**config.mk**
```make
export PLATFORM = sky130hd
export DESIGN_NAME = serial_frame_deframer_with_buffer_pool
export DESIGN_NICKNAME = d
export VERILOG_FILES = /design/src/sfd_pkg.sv /design/src/serial_frame_deframer_with_buffer_pool.sv
export VERILOG_INCLUDE_DIRS = /design/src /design/src/src
export SDC_FILE = /design/constraint.sdc
export NUM_CORES = 1
export LEC_CHECK = 0
export ABC_AREA = 1
export BUFFER_PORTS_ARGS = -buffer_cell sky130_fd_sc_hd__clkbuf_2
export CORE_AREA = 2 2 168 170
export DETAILED_ROUTE_END_ITERATION = 16
export DIE_AREA = 0 0 170 172
export GPL_TIMING_DRIVEN = 1
export PLACE_DENSITY_LB_ADDON = 0.05
export SYNTH_ARGS = -nofsm -noshare
export SYNTH_HDL_FRONTEND = slang
export SYNTH_SLANG_ARGS = --single-unit
```
**constraint.sdc**
```tcl
create_clock -name clk_i -period 9.2 [get_ports clk_i]
set_clock_uncertainty 0.15 [all_clocks]
set_input_delay 2.76 -clock clk_i [delete_from_list [all_inputs] [get_ports clk_i]]
set_output_delay 2.76 -clock clk_i [all_outputs]
set_load 0.03 [all_outputs]
```
**src/serial_frame_deframer_with_buffer_pool_macros.svh**
```systemverilog
// ----------------------------------------------------------------------------
// Assertion macros for the serial frame deframer
// Shared concurrent assertion forms clocked on clk_i; only SFD_ASSERT uses rst_ni.
// ----------------------------------------------------------------------------
`ifndef SERIAL_FRAME_DEFRAMER_WITH_BUFFER_POOL_MACROS_SVH
`define SERIAL_FRAME_DEFRAMER_WITH_BUFFER_POOL_MACROS_SVH

// Property checked only outside reset
`define SFD_ASSERT(lbl, prop, msg) \
  lbl: assert property (@(posedge clk_i) disable iff (!rst_ni) (prop)) else $error(msg);

// Property checked at every edge, reset included
`define SFD_ASSERT_ALWAYS(lbl, prop, msg) \
  lbl: assert property (@(posedge clk_i) (prop)) else $error(msg);

`endif

```
**src/sfd_pkg.sv**
```systemverilog
// ----------------------------------------------------------------------------
// sfd_pkg
// Types and constants of the serial frame deframer with buffer pool.
// ----------------------------------------------------------------------------
`timescale 1ns / 1ps
`default_nettype none

package sfd_pkg;

  // Buffer pool
  localparam int PoolSize = 4;
  localparam int PoolIdxW = (PoolSize > 1) ? $clog2(PoolSize) : 1;

  // Configuration register indexes
  localparam logic CfgMaxPayloadLen  = 1'b0;
  localparam logic CfgTextFrameLimit = 1'b1;

  localparam logic [19:0] MaxPayloadLenReset  = 20'hFFFFF;
  localparam logic [15:0] TextFrameLimitReset = 16'd4096;

  // Framing characters
  localparam logic [7:0] ChHash = 8'h23;
  localparam logic [7:0] ChAt   = 8'h40;
  localparam logic [7:0] ChBang = 8'h21;
  localparam logic [7:0] ChZero = 8'h30;
  localparam logic [7:0] ChNine = 8'h39;
  localparam logic [7:0] MarkHi = 8'hFF;
  localparam logic [7:0] MarkLo = 8'hD9;

  localparam logic [20:0] AccumMax = 21'h1FFFFF;

  // Parser modes
  localparam logic [2:0] ModeHunt    = 3'd0;
  localparam logic [2:0] ModeCmd     = 3'd1;
  localparam logic [2:0] ModeResp    = 3'd2;
  localparam logic [2:0] ModeHdr     = 3'd3;
  localparam logic [2:0] ModePayload = 3'd4;

  // Input operations
  localparam logic OpByte    = 1'b0;
  localparam logic OpRelease = 1'b1;

  // Status codes
  localparam logic [1:0] StMarkerOk      = 2'd0;
  localparam logic [1:0] StMarkerMissing = 2'd1;
  localparam logic [1:0] StBadLength     = 2'd0;
  localparam logic [1:0] StNoBuffer      = 2'd1;
  localparam logic [1:0] StTextOverflow  = 2'd2;

  typedef enum logic [2:0] {
    KindCmdByte     = 3'd0,
    KindCmdEnd      = 3'd1,
    KindRespByte    = 3'd2,
    KindRespEnd     = 3'd3,
    KindPayloadStart = 3'd4,
    KindPayloadByte = 3'd5,
    KindPayloadEnd  = 3'd6,
    KindError       = 3'd7
  } kind_e;

  typedef struct packed {
    logic       op;
    logic [7:0] rx_byte;
    logic [3:0] release_index;
  } in_item_t;

  typedef struct packed {
    kind_e       kind;
    logic [7:0]  data_byte;
    logic [3:0]  buffer_index;
    logic [19:0] offset;
    logic [1:0]  status;
  } out_item_t;

endpackage

`default_nettype wire

```
**src/serial_frame_deframer_with_buffer_pool.sv**
```systemverilog
// Serial frame deframer with buffer pool.
// Input channel (in_valid_i/in_ready_o/in_data_i) takes one item per transfer:
// either a received byte or the release of a pool buffer. Output channel
// (out_valid_o/out_ready_i/out_data_o) gives zero or one result per item:
// command/response body bytes and end events, payload start/byte/end events
// with buffer index and offset, or an error.
// Each item is parsed in the cycle of its transfer; its result sits in the
// output register from the next cycle on, and the block takes one item every
// cycle while in_ready_o is high. The parse state update is the only path.
// A two-entry output queue lets a new item be taken while one result waits;
// if the receiver stalls with both entries full, in_ready_o drops until a
// result is taken. Nothing is lost or repeated.
// Reset (rst_ni low) empties the queue, frees all buffers, restores the
// registers and returns the parser to hunting for a delimiter. Configuration:
// cfg_we_i with cfg_index_i (0 max payload length, 1 text frame limit) and
// cfg_data_i; the user writes it only while the block is idle (not enforced).
// ----------------------------------------------------------------------------
// serial_frame_deframer_with_buffer_pool
// Byte-serial deframer for text and length-prefixed binary frames.
// ----------------------------------------------------------------------------
`timescale 1ns / 1ps
`default_nettype none

module serial_frame_deframer_with_buffer_pool (
  input  wire logic              clk_i,
  input  wire logic              rst_ni,
  input  wire logic              in_valid_i,
  output logic                   in_ready_o,
  input  wire sfd_pkg::in_item_t in_data_i,
  output logic                   out_valid_o,
  input  wire logic              out_ready_i,
  output sfd_pkg::out_item_t     out_data_o,
  input  wire logic              cfg_we_i,
  input  wire logic              cfg_index_i,
  input  wire logic [19:0]       cfg_data_i
);

`include "serial_frame_deframer_with_buffer_pool_macros.svh"

  // Configuration registers
  logic [19:0] max_len_q;
  logic [15:0] text_limit_q;

  // Parser state
  logic [2:0]  mode_q, mode_d;
  logic [15:0] text_cnt_q, text_cnt_d;
  logic [20:0] accum_q, accum_d;
  logic        digits_end_q, digits_end_d;
  logic [19:0] exp_len_q, exp_len_d;
  logic [19:0] rcv_cnt_q, rcv_cnt_d;
  logic [3:0]  act_buf_q, act_buf_d;
  logic [sfd_pkg::PoolSize-1:0] in_use_q, in_use_d;
  logic [7:0]  prev_byte_q, prev_byte_d;

  // Output queue
  sfd_pkg::out_item_t oq_mem_q [2];
  logic [1:0] oq_cnt_q;
  logic       oq_rd_q, oq_wr_q;

  logic in_xfer, out_xfer, push;
  logic res_valid;
  sfd_pkg::out_item_t res;

  logic [7:0]  rx;
  logic        is_text_close;
  logic        text_full;
  logic        is_digit;
  logic [24:0] accum_x10;
  logic [19:0] rcv_next;
  logic        free_found;
  logic [3:0]  free_idx;
  logic        pay_cnt_ok;

  assign in_ready_o  = (oq_cnt_q != 2'd2);
  assign in_xfer     = in_valid_i && in_ready_o;
  assign out_valid_o = (oq_cnt_q != 2'd0);
  assign out_xfer    = out_valid_o && out_ready_i;
  assign out_data_o  = oq_mem_q[oq_rd_q];
  assign push        = in_xfer && res_valid;

  // Per-byte datapath helpers
  assign rx            = in_data_i.rx_byte;
  assign is_text_close = (mode_q == sfd_pkg::ModeCmd) ? (rx == sfd_pkg::ChHash)
                                                      : (rx == sfd_pkg::ChAt);
  assign text_full     = (text_cnt_q >= text_limit_q);
  assign is_digit      = (rx >= sfd_pkg::ChZero) && (rx <= sfd_pkg::ChNine);
  assign accum_x10     = (25'(accum_q) << 3) + (25'(accum_q) << 1)
                         + 25'(4'(rx - sfd_pkg::ChZero));
  assign rcv_next      = rcv_cnt_q + 20'd1;

  // Lowest free pool buffer
  always_comb begin
    free_found = 1'b0;
    free_idx   = 4'd0;
    for (int i = sfd_pkg::PoolSize - 1; i >= 0; i--) begin
      if (!in_use_q[i]) begin
        free_found = 1'b1;
        free_idx   = 4'(i);
      end
    end
  end

  // Parser next state and result
  always_comb begin
    mode_d       = mode_q;
    text_cnt_d   = text_cnt_q;
    accum_d      = accum_q;
    digits_end_d = digits_end_q;
    exp_len_d    = exp_len_q;
    rcv_cnt_d    = rcv_cnt_q;
    act_buf_d    = act_buf_q;
    in_use_d     = in_use_q;
    prev_byte_d  = prev_byte_q;
    res_valid    = 1'b0;
    res          = '0;

    if (in_data_i.op == sfd_pkg::OpRelease) begin
      // Release: out-of-range indexes are ignored
      if (int'(in_data_i.release_index) < sfd_pkg::PoolSize) begin
        in_use_d[in_data_i.release_index[sfd_pkg::PoolIdxW-1:0]] = 1'b0;
      end
    end else begin
      unique case (mode_q)
        sfd_pkg::ModeCmd, sfd_pkg::ModeResp: begin
          res_valid = 1'b1;
          if (is_text_close) begin
            mode_d   = sfd_pkg::ModeHunt;
            res.kind = (mode_q == sfd_pkg::ModeCmd) ? sfd_pkg::KindCmdEnd
                                                    : sfd_pkg::KindRespEnd;
          end else if (text_full) begin
            mode_d     = sfd_pkg::ModeHunt;
            res.kind   = sfd_pkg::KindError;
            res.status = sfd_pkg::StTextOverflow;
          end else begin
            text_cnt_d    = text_cnt_q + 16'd1;
            res.kind      = (mode_q == sfd_pkg::ModeCmd) ? sfd_pkg::KindCmdByte
                                                         : sfd_pkg::KindRespByte;
            res.data_byte = rx;
          end
        end
        sfd_pkg::ModeHdr: begin
          if (rx != sfd_pkg::ChBang) begin
            if (text_full) begin
              mode_d     = sfd_pkg::ModeHunt;
              res_valid  = 1'b1;
              res.kind   = sfd_pkg::KindError;
              res.status = sfd_pkg::StTextOverflow;
            end else begin
              text_cnt_d = text_cnt_q + 16'd1;
              if (!digits_end_q && is_digit) begin
                accum_d = (accum_x10 > 25'(sfd_pkg::AccumMax)) ? sfd_pkg::AccumMax
                                                               : accum_x10[20:0];
              end else begin
                digits_end_d = 1'b1;
              end
            end
          end else begin
            // Header closed: check length, then claim a buffer
            mode_d    = sfd_pkg::ModeHunt;
            res_valid = 1'b1;
            if (accum_q == 21'd0 || accum_q > {1'b0, max_len_q}) begin
              res.kind   = sfd_pkg::KindError;
              res.status = sfd_pkg::StBadLength;
            end else if (!free_found) begin
              res.kind   = sfd_pkg::KindError;
              res.status = sfd_pkg::StNoBuffer;
            end else begin
              in_use_d[free_idx[sfd_pkg::PoolIdxW-1:0]] = 1'b1;
              act_buf_d        = free_idx;
              exp_len_d        = accum_q[19:0];
              rcv_cnt_d        = 20'd0;
              prev_byte_d      = 8'd0;
              mode_d           = sfd_pkg::ModePayload;
              res.kind         = sfd_pkg::KindPayloadStart;
              res.buffer_index = free_idx;
              res.offset       = accum_q[19:0];
            end
          end
        end
        sfd_pkg::ModePayload: begin
          res_valid        = 1'b1;
          rcv_cnt_d        = rcv_next;
          prev_byte_d      = rx;
          res.data_byte    = rx;
          res.buffer_index = act_buf_q;
          if (rcv_next >= exp_len_q) begin
            mode_d     = sfd_pkg::ModeHunt;
            res.kind   = sfd_pkg::KindPayloadEnd;
            res.offset = exp_len_q;
            res.status = (exp_len_q >= 20'd2 && prev_byte_q == sfd_pkg::MarkHi &&
                          rx == sfd_pkg::MarkLo) ? sfd_pkg::StMarkerOk
                                                 : sfd_pkg::StMarkerMissing;
          end else begin
            res.kind   = sfd_pkg::KindPayloadByte;
            res.offset = rcv_cnt_q;
          end
        end
        default: begin
          // Hunting for an opening delimiter
          mode_d     = sfd_pkg::ModeHunt;
          text_cnt_d = 16'd0;
          if (rx == sfd_pkg::ChHash) begin
            mode_d = sfd_pkg::ModeCmd;
          end else if (rx == sfd_pkg::ChAt) begin
            mode_d = sfd_pkg::ModeResp;
          end else if (rx == sfd_pkg::ChBang) begin
            mode_d       = sfd_pkg::ModeHdr;
            accum_d      = 21'd0;
            digits_end_d = 1'b0;
          end
        end
      endcase
    end
  end

  // Configuration registers
  always_ff @(posedge clk_i or negedge rst_ni) begin
    if (!rst_ni) begin
      max_len_q    <= sfd_pkg::MaxPayloadLenReset;
      text_limit_q <= sfd_pkg::TextFrameLimitReset;
    end else if (cfg_we_i) begin
      unique case (cfg_index_i)
        sfd_pkg::CfgMaxPayloadLen:  max_len_q    <= cfg_data_i;
        sfd_pkg::CfgTextFrameLimit: text_limit_q <= cfg_data_i[15:0];
        default: ;
      endcase
    end
  end

  // Parser state registers
  always_ff @(posedge clk_i or negedge rst_ni) begin
    if (!rst_ni) begin
      mode_q       <= sfd_pkg::ModeHunt;
      text_cnt_q   <= '0;
      accum_q      <= '0;
      digits_end_q <= 1'b0;
      exp_len_q    <= '0;
      rcv_cnt_q    <= '0;
      act_buf_q    <= '0;
      in_use_q     <= '0;
      prev_byte_q  <= '0;
    end else if (in_xfer) begin
      mode_q       <= mode_d;
      text_cnt_q   <= text_cnt_d;
      accum_q      <= accum_d;
      digits_end_q <= digits_end_d;
      exp_len_q    <= exp_len_d;
      rcv_cnt_q    <= rcv_cnt_d;
      act_buf_q    <= act_buf_d;
      in_use_q     <= in_use_d;
      prev_byte_q  <= prev_byte_d;
    end
  end

  // Output queue control
  always_ff @(posedge clk_i or negedge rst_ni) begin
    if (!rst_ni) begin
      oq_cnt_q <= 2'd0;
      oq_rd_q  <= 1'b0;
      oq_wr_q  <= 1'b0;
    end else begin
      if (push) oq_wr_q <= ~oq_wr_q;
      if (out_xfer) oq_rd_q <= ~oq_rd_q;
      if (push && !out_xfer) begin
        oq_cnt_q <= oq_cnt_q + 2'd1;
      end else if (!push && out_xfer) begin
        oq_cnt_q <= oq_cnt_q - 2'd1;
      end
    end
  end

  // Output queue storage
  always_ff @(posedge clk_i) begin
    if (push) oq_mem_q[oq_wr_q] <= res;
  end

  // Payload counter stays below the expected length
  assign pay_cnt_ok = (mode_q != sfd_pkg::ModePayload) ||
                      ((exp_len_q != 20'd0) && (rcv_cnt_q < exp_len_q));

  // Checks
  `SFD_ASSERT_ALWAYS(a_oq_bound, !rst_ni || oq_cnt_q != 2'd3, "output queue count out of range")
  `SFD_ASSERT(a_oq_no_overrun, !(push && oq_cnt_q == 2'd2), "result pushed into full queue")
  `SFD_ASSERT(a_payload_len, pay_cnt_ok, "payload count beyond expected length")
  `SFD_ASSERT(a_pop_moves_ptr, out_xfer |=> (oq_rd_q != $past(oq_rd_q)), "read pointer stuck")

endmodule

`default_nettype wire
```
==> impl_metrics.ini <==
[synth]
syn_inst = 1798
synth-compound-area-share_pct = 7.71
synth_xor_area_share_pct = 2.51
yosys_warnings = 0
synthSimpleGateAreaFrac_pct = 30.2
synthTopCellsByArea = dfrtp_1, edfxtp_1, nand2_1
synthMuxAreaShare_pct = 0
synth_fa_ha_area_share_pct = 9.50
ys_ff_latch = 205
synth_top_family_by_area = simple AND/OR/NAND/NOR gates
yosys.area.top_type_share_pct = 21.0
postSynthAreaPerCell_um2 = 7.56
synthDistinctLibCells = 47
ys_seq_area_share_pct = 40.5
yosysTopAreaCell = dfrtp_1
syn_area_um2 = 13600

[place]
place.port_buffers = 75
routabilityCongestion = 0.927
dpl.hpwl_um = 27300

[die]
pin_count = 78
die_w_um = 170
die_area_um2 = 29200
core-area_um2 = 27500
die_y_um = 172
rows = 61
start_util_pct = 49.4

[global_route]
grt-ovfl-total = 0
grt.met3_usage_pct = 3.39
grt-busiest-layer = met2
grt_max_degree = 75
grt_usage_pct = 26.1
grt_pass1_vias = 11000
antenna_found_initial = 0
grt_use_met2_pct = 44.2
use_met1_pct = 35.8
grt_first_pass_wirelength_um = 59800

[timing]
timing.final.crit_share_pct = 62.2
worst_slew_pin_slew_ns = 1.11
finalHoldViolCount = 0
rsz0062_at_grt = false
slew_headroom_pct = 26.0
fin_hold_ws_ns = 0.337
setup_tns_ns = 0
report.final.slew_viol_count = 0
timing.fmax_mhz = 175
period_needed_ns = 5.72
finalSetupViolCount = 0

[detailed_routing]
antenna_left = 0
drt-pass1-iter-count = 7
drt_wl_total_um = 37500
drt_iter0_markers = 886
drc = 0
wl_per_cell_um = 17.0
vias_per_cell = 5.33
vias = 11800

[cts]
clkTransAtPathRegs_ns = 0.06
numCtsBuffers = 24
ctsResizeCount = 0
clock_path_buffers = 3
cts_tree = yes
cts-root-buf = clkbuf_16
postCtsSetupRepairBufs = 0
clock_latency_ns = 0.53
h-tree-depth = 1
ctsHoldBuffers = 0
cts.sinks = 205

[critical_path]
crit_fanout = 21
cp_common_cell = nand2_1
path_class = input pin to flip-flop
worstReg2RegStart = rcv_cnt_q[0]
cpMaxStageDelayCell = nor2_2
reg2reg_slack_ns = 3.58
worst-path-stages = 17
crit_path_max_incr_delay_ns = 0.76
critPathTopFamily = simple AND/OR/NAND/NOR gates
reg2regPathDepth = 21
critPathBufInv = 3
critPathLaunchType = input pin
rr_endpoint = oq_mem_q[0][10]
cp_data_arrival_time_ns = 5.98
cp-end-kind = flip-flop
path_cells = clkbuf_2 -> inv_1 -> fa_1 -> inv_1 -> fa_1 -> nand3_1 -> nand2_1 -> nand2_1 -> nand2_1 -> nand2_1 -> nand3_1 -> nand2_1 -> nand2_1 -> nor2_2 -> nand3_1 -> nand3_1 -> nand2_1
required_ns = 9.46

[pwr]
leakage_nw = 7.81
peakVddDrop_uv = 95.1
power_density_nw_per_um2 = 185

[hold_path]
min_from = text_limit_q[7]
hp-class = flip-flop to flip-flop
whs_path_depth = 2
hold_path_end = text_limit_q[7]

[layout]
areaGrowthSynthToFinish_pct = 10.2
nNetsFinal = 1987
drive_above_1_share_pct = 10.3
final_cell_mix = nand2_1, inv_1, nor2_1, nand3_1, dfrtp_1
antenna_cells = 0
final_common_cell = nand2_1

[status]
status = finished, final reports clean

[job]
cap_violations = 0
==> worst register-to-register path: cells and delay by family, from the launching register on <==
kind | cells | cell delay, ns
fa+ha+maj | 2 | 0.56
flops | 1 | 0.54
simple gates | 15 | 3.56
buf+inv | 3 | 0.15
compound gates | 1 | 0.39
==> Yosys cell counts (all sizes together) <==
library cell  number
nand3            125
xnor2             12
inv              259
clkinv             1
conb               1
dfstp             21
xor2              27
or2                1
and2               1
clkbuf            26
nor3              26
o32ai              1
nor4              13
o211ai             1
dfrtp            114
edfxtp            70
nand3b             7
buf               34
a21oi             93
nand4             65
ha               100
nand2            542
a31oi              3
nor2             147
o21ai             95
and3               1
a21o               4
fa                 2
o21bai             3
nor3b              1
o21a               2
==> how the worst max path moves through the flow <==
| stage | start | slack (ns) | end |
|---|---|---|---|
| after floorplan | in_data_i[10] | 3.57 | oq_mem_q[0][0] |
| after global placement | in_data_i[7] | 3.08 | accum_q[19] |
| after detailed placement | in_data_i[7] | 3.02 | accum_q[19] |
| after CTS | in_data_i[7] | 3.56 | accum_q[18] |
| after global routing | rcv_cnt_q[0] | 3.18 | oq_mem_q[0][10] |
| final | in_data_i[7] | 3.48 | accum_q[7] |
==> registers in the layout (all words and copies together), names as in the netlist, 2 cells and up <==
| register | count |
|---|---|
| prev_byte_q | 8 |
| accum_q | 21 |
| exp_len_q | 20 |
| in_use_q | 4 |
| text_cnt_q | 16 |
| rcv_cnt_q | 20 |
| max_len_q | 20 |
| oq_cnt_q | 2 |
| act_buf_q | 2 |
| mode_q | 3 |
| text_limit_q | 16 |
| oq_mem_q | 70 |
==> cell families after synthesis <==
kind of cell    count (synthesis)
simple gates                  929
buf+inv                       320
flops                         205
compound gates                202
fa+ha+maj                     102
xor+xnor                       39
other cells                     1
==> cell type report <==
class                   count  area (um2)
clock buffers              33         686
clock inverters            11         144
fillers                  2686       12500
inverters                 260         978
multi-input cells        1274        6800
flip-flops and latches    205        5510
well taps                 346         433
repair buffers             81         427
==> report_power, final <==
part | switching, mW | leakage (nW) | internal, mW
combinational | 0.469 | 5.16 | 0.175
sequential | 0.0589 | 2.25 | 1.06
clock | 0.397 | 0.402 | 0.607
total | 0.925 | 7.81 | 1.84
==> metrics by stage <==
| stage | instance area, um2 | utilization, % | power (mW) | instances | setup WS [ns] |
|---|---|---|---|---|---|
| 3_3_place_gp | 14100 | 51.5 | 1.77 | 2166 | 3.08 |
| 5_1_grt | 15000 | 54.5 | 2.91 | 2210 | 3.18 |
| 2_1_floorplan | 13600 | - | 1.58 | 1799 | 3.57 |
| 3_5_place_dp | 14100 | 51.5 | 1.78 | 2166 | 3.02 |
| 4_1_cts | 15000 | 54.5 | 2.79 | 2210 | 3.56 |
| 6_report | 15000 | 54.5 | 2.76 | 2210 | 3.48 |
==> routing by layer <==
layer	part of all wire, %	wire, um	vias up
li1	-	-	5929
met1	46	17200	5489
met2	47	17500	320
met3	5.3	2000	48
met4	2.1	796	0
met5	0	0	-
Note: power is estimated with default switching activity, not from simulation.
